===== src/hdl/running_mean_deviation_stats_defines.svh =====
// Assertion helpers shared by the statistics block
`ifndef RUNNING_MEAN_DEVIATION_STATS_DEFINES_SVH
`define RUNNING_MEAN_DEVIATION_STATS_DEFINES_SVH

// same-cycle implication, checked on clk, off during rst
`define RMDS_ASSERT_IMP(lbl, ante, cons) \
  lbl: assert property (@(posedge clk) disable iff (rst) (ante) |-> (cons)) \
    else $error("assertion failed");

// next-cycle implication, checked on clk, off during rst
`define RMDS_ASSERT_NXT(lbl, ante, cons) \
  lbl: assert property (@(posedge clk) disable iff (rst) (ante) |=> (cons)) \
    else $error("assertion failed");

`endif


===== src/hdl/rmds_pkg.sv =====
`timescale 1ns / 1ps
package rmds_pkg;

  localparam int FRAC_BITS_DEF   = 16;
  localparam int COUNT_WIDTH_DEF = 32;
  localparam int WIDE            = 128;
  localparam int CFG_W           = 48;

  localparam logic [1:0] REG_SEED_COUNT     = 2'd0;
  localparam logic [1:0] REG_SEED_MEAN      = 2'd1;
  localparam logic [1:0] REG_SEED_HARMONIC  = 2'd2;
  localparam logic [1:0] REG_SEED_DEVIATION = 2'd3;

  typedef enum logic [1:0] {
    OP_MUL,
    OP_DIV,
    OP_SQRT
  } arith_op_t;

  typedef struct packed {
    logic      start;
    arith_op_t op;
  } arith_req_t;

  typedef struct packed {
    logic busy;
    logic done;
  } arith_stat_t;

  typedef enum logic [3:0] {
    S_IDLE,
    S_MEAN_DIV,
    S_DEV_SQ,
    S_MEAN_SQ,
    S_SCALE_W,
    S_MS_DIV,
    S_RMS_ROOT,
    S_NEW_SQ,
    S_DEV_ROOT,
    S_HARM_T,
    S_HARM_DEN,
    S_HM_MUL,
    S_HN_MUL,
    S_HARM_DIV,
    S_DONE
  } state_t;

endpackage


===== src/hdl/rmds_arith.sv =====
`timescale 1ns / 1ps
// Shared iterative unit: shift-add multiply (64 steps), restoring divide
// (128 steps), digit-by-digit square root (64 steps).
module rmds_arith
  import rmds_pkg::*;
(
  input  logic             clk,
  input  logic             rst,
  input  arith_req_t       req,
  input  logic [WIDE-1:0]  opnd_a,
  input  logic [WIDE-1:0]  opnd_b,
  output arith_stat_t      stat,
  output logic [WIDE-1:0]  result
);

  logic            busy;
  logic            done;
  arith_op_t       op_r;
  logic [6:0]      cnt;
  logic [WIDE-1:0] x_r;
  logic [WIDE-1:0] y_r;
  logic [WIDE:0]   acc_r;
  logic [63:0]     root_r;

  logic [WIDE:0]   div_sh;
  logic [66:0]     sq_sh;
  logic [66:0]     sq_trial;

  assign div_sh   = {acc_r[WIDE-1:0], x_r[WIDE-1]};
  assign sq_sh    = {acc_r[64:0], x_r[WIDE-1:WIDE-2]};
  assign sq_trial = {1'b0, root_r, 2'b01};

  always_ff @(posedge clk) begin
    if (rst) begin
      busy <= 1'b0;
      done <= 1'b0;
    end else begin
      done <= busy && (cnt == 7'd0);
      if (req.start && !busy) begin
        busy <= 1'b1;
      end else if (busy && cnt == 7'd0) begin
        busy <= 1'b0;
      end
    end
  end

  always_ff @(posedge clk) begin
    if (req.start && !busy) begin
      op_r   <= req.op;
      x_r    <= opnd_a;
      y_r    <= opnd_b;
      acc_r  <= '0;
      root_r <= '0;
      cnt    <= (req.op == OP_DIV) ? 7'd127 : 7'd63;
    end else if (busy) begin
      cnt <= cnt - 7'd1;
      case (op_r)
        OP_MUL: begin
          if (y_r[0]) acc_r <= {1'b0, acc_r[WIDE-1:0] + x_r};
          x_r <= {x_r[WIDE-2:0], 1'b0};
          y_r <= {1'b0, y_r[WIDE-1:1]};
        end
        OP_DIV: begin
          if (div_sh >= {1'b0, y_r}) begin
            acc_r <= div_sh - {1'b0, y_r};
            x_r   <= {x_r[WIDE-2:0], 1'b1};
          end else begin
            acc_r <= div_sh;
            x_r   <= {x_r[WIDE-2:0], 1'b0};
          end
        end
        OP_SQRT: begin
          if (sq_sh >= sq_trial) begin
            acc_r  <= {62'b0, sq_sh - sq_trial};
            root_r <= {root_r[62:0], 1'b1};
          end else begin
            acc_r  <= {62'b0, sq_sh};
            root_r <= {root_r[62:0], 1'b0};
          end
          x_r <= {x_r[WIDE-3:0], 2'b00};
        end
        default: begin
          acc_r <= acc_r;
        end
      endcase
    end
  end

  always_comb begin
    case (op_r)
      OP_DIV:  result = x_r;
      OP_SQRT: result = {64'b0, root_r};
      default: result = acc_r[WIDE-1:0];
    endcase
  end

  assign stat.busy = busy;
  assign stat.done = done;

endmodule


===== config.mk =====
export PLATFORM = sky130hd
export DESIGN_NAME = rmds_arith
export DESIGN_NICKNAME = d
export VERILOG_FILES = /design/src/hdl/running_mean_deviation_stats_defines.svh /design/src/hdl/rmds_pkg.sv /design/src/hdl/rmds_arith.sv
export SDC_FILE = /design/constraint.sdc
export NUM_CORES = 2
export LEC_CHECK = 0
export BUFFER_PORTS_ARGS = -buffer_cell sky130_fd_sc_hd__buf_4
export CAP_MARGIN = 20
export CORE_MARGIN = 3
export CORE_UTILIZATION = 48
export DETAILED_ROUTE_END_ITERATION = 12
export PLACE_DENSITY = 0.66
export SYNTH_ARGS = -nofsm -noshare
export SYNTH_HDL_FRONTEND = slang
export SYNTH_SLANG_ARGS = --single-unit
export TNS_END_PERCENT = 5

===== constraint.sdc =====
create_clock -name clk -period 18.8 [get_ports clk]
set_clock_uncertainty 0.15 [all_clocks]
set_input_delay 0.94 -clock clk [delete_from_list [all_inputs] [get_ports clk]]
set_output_delay 0.94 -clock clk [all_outputs]
set_load 0.01 [all_outputs]

==> impl_metrics.toml <==
[outcome]
status = "complete, no violations"

[final_layout]
final_area_mm2 = 0.0505
syn_to_final_growth_pct = 11.7
final_nets = 6785
stdcell_count = 7494
final_util_pct = 54.6
drive_gt1_share_pct = 9.96

[clock_tree]
cts_made_buffers = 54
clockBufferDepth = 3
htree_levels = 2
numClockSinks = 459
cts_resized = 0
cts_setup_buffers = 0
holdBufCountCts = 0
clkTransAtPathRegs_ns = 0.06
cts_tree = "built"
clock_latency_ns = 0.67
cts-root-buf = "clkbuf_16"

[pwr]
power_frac_clock_pct = 20.9
combPwrFrac_pct = 53.6
internal-power_mw = 2.94
p_leak_nw = 20.9
p_sw_share_pct = 47.8
power_frac_seq_pct = 25.5
powerDensity_mw_per_mm2 = 112
net-switching-power_mw = 2.69
ir_drop_v = 0.0000775
p_total_mw = 5.63

[logic_synthesis]
mappedNetlistNets = 6715
netlist_area_mm2 = 0.0452
yosysTopAreaCell = "edfxtp_1"
synth_simple_gate_area_share_pct = 19.0
synth_fa_ha_area_share_pct = 9.11
synth_top_family_by_area = "compound AO/OA/AOI/OAI gates"
synth_common_cells = "nand2_1 (742), a21oi_1 (683), nor2_1 (645)"
synth_xor_area_share_pct = 5.38
synth_area_per_cell_um2 = 7.38
synth_top_area_share_pct = 17.6
synth_compound_area_share_pct = 32.1
ys.warnings.count = 0
synth_edf_count = 265
synth.distinct_cells = 103
synthCells = 6126
ys_ff_latch = 459
synthTopCellsByArea = "edfxtp_1 (18%), ha_1 (9.0%), dfxtp_1 (8.6%)"
async_flop_share_pct = 0
yosys-mux-area-fraction_pct = 1.63
yosysSeqAreaShare_pct = 26.2
yosysMostFrequentCell = "nand2_1"
synth_ff_type = "edfxtp_1"

[worst_setup_path]
crit_arrival_ns = 6.51
cp_data_required_time_ns = 19.23
critPathKind = "flop to flop"
crit_path_start = "x_r[127]$_DFFE_PP_"
rr_worst_depth = 15
worstSetupStartpointType = "flop"
end_kind = "flop"
cp_max_fo = 39
r2r-start = "x_r[127]$_DFFE_PP_"

[place]
dp_cells = 7380
place.gp.congestion = 1.03
dpl.hpwl_mm = 165
place_area_mm2 = 0.0485
io_buffer_count = 390

[route]
vias = 50526
drcViolationCount = 0
drtIter0Drc = 7673
routed_wl_mm = 208
wl_per_cell_um = 27.7
via_per_inst = 6.74
firstDrtPassIters = 6
antenna_left = 0

[sta]
rsz0062_at_grt = "no"
slew_violations = 0
tightest_slew_ns = 1.19
tns_ns = 0
setup_viol = 0
max_freq_mhz = 164
relSlewSlack_pct = 20.7
final.min_clock_period_ns = 6.08
period_share_pct = 32.3
hold_viol = 0

[grt]
grtUsageTotal_pct = 40.3
grt_overflow = 0
grt_pass1_wl_mm = 300
grt_pass1_vias = 45240
antenna_found_initial = 13
grt_max_degree = 162

[die]
die_w_um = 313
initial_utilization_pct = 48.9
fp.coreArea_mm2 = 0.0925
die-area_mm2 = 0.0979
pin_count = 391
placementRows = 111
die_h_um = 313

[flow_run]
max-cap-violations = 0

[hold_path]
hold_class = "primary input to flop"
whs_path_depth = 2
min-delay-start = "rst"
[kinds of logic (layout without fill, tap and decap cells)]
logic type,Yosys count,count (layout)
buffers and inverters,780,896
muxes,72,72
DFF,459,459
AOI/OAI and AO/OA,2276,2276
xor gates and xnor gates,278,278
and+or+nand+nor,1933,1933
other,0,9
adders and majority gates,328,328
[final timing paths]
| kind | slack [ns] | end |
|---|---|---|
| max | 12.72 | acc_r[116]$_SDFFE_PP0P_ |
| min | 0.28 | done$_SDFF_PP0_ |
| max reg2reg | 12.72 | acc_r[116]$_SDFFE_PP0P_ |
| min reg2reg | 0.34 | root_r[1]$_SDFFE_PP0P_ |
[registers in the layout, indices dropped and copies added, names as in the netlist]
register / cells
root_r: 64
acc_r: 128
done: 1
y_r: 128
op_r: 2
busy: 1
x_r: 128
cnt: 7
[critical path: stages, from the launching register on]
cell and delay [ns]:
edfxtp_1 0.52, inv_1 0.16, ha_1 0.24, nand2b_1 0.17, a21oi_2 0.26, o31ai_1 0.16, a2111oi_1 0.65, o2111ai_1 0.30
and4_4 0.29, nor4_4 0.62, a31o_2 0.26, buf_4 0.63, nand2_1 0.72, a211o_1 0.43, and3_1 0.15, a221oi_1 0.24
[through the flow]
step	hold slack, ns	setup slack, ns
after floorplan	0.295	10.08
after global placement	0.315	13.10
after detailed placement	0.320	12.98
after CTS	0.249	12.96
after global routing	0.277	12.51
final	0.279	12.72
[cells in the final DEF (no fill, tap or decap), types with 99 or more instances in the layout]
cell type,count
a21oi_1,683
xor2_1,99
nand4_1,150
dfxtp_1,194
nor2_1,643
xnor2_1,179
edfxtp_1,265
ha_1,323
inv_1,354
buf_4,435
a21o_1,166
o21bai_1,99
o21ai_0,553
nand2_1,739
a221oi_1,183
[metal layers]
metal / track usage, % / part of all wire (%) / up-vias
met4: 9.11 / 2.3 / 8
met3: 13.4 / 15 / 288
li1: - / - / 22638
met5: 1.04 / 0.097 / -
met2: 52.0 / 37 / 3383
met1: 62.8 / 45 / 24209
[cell type report]
class	count	area, um^2
fillers	9095	42000
multi-input cells	4887	30500
flip-flops and latches	459	11800
repair buffers	438	3330
clock buffers	70	1560
well taps	1243	1560
inverters	356	1340
clock inverters	32	367
diodes	9	22.5
[power groups by stage]
stage / sequential, mW / combinational [mW] / clock, mW
finish: 1.44 / 3.02 / 1.17
global route: 1.44 / 3.21 / 1.21
CTS: 1.41 / 2.89 / 1.18
detailed placement: 1.43 / 2.87 / 0
global placement: 1.43 / 2.89 / 0
floorplan: 1.32 / 1.98 / 0
Power figures use the tool's default switching activity.
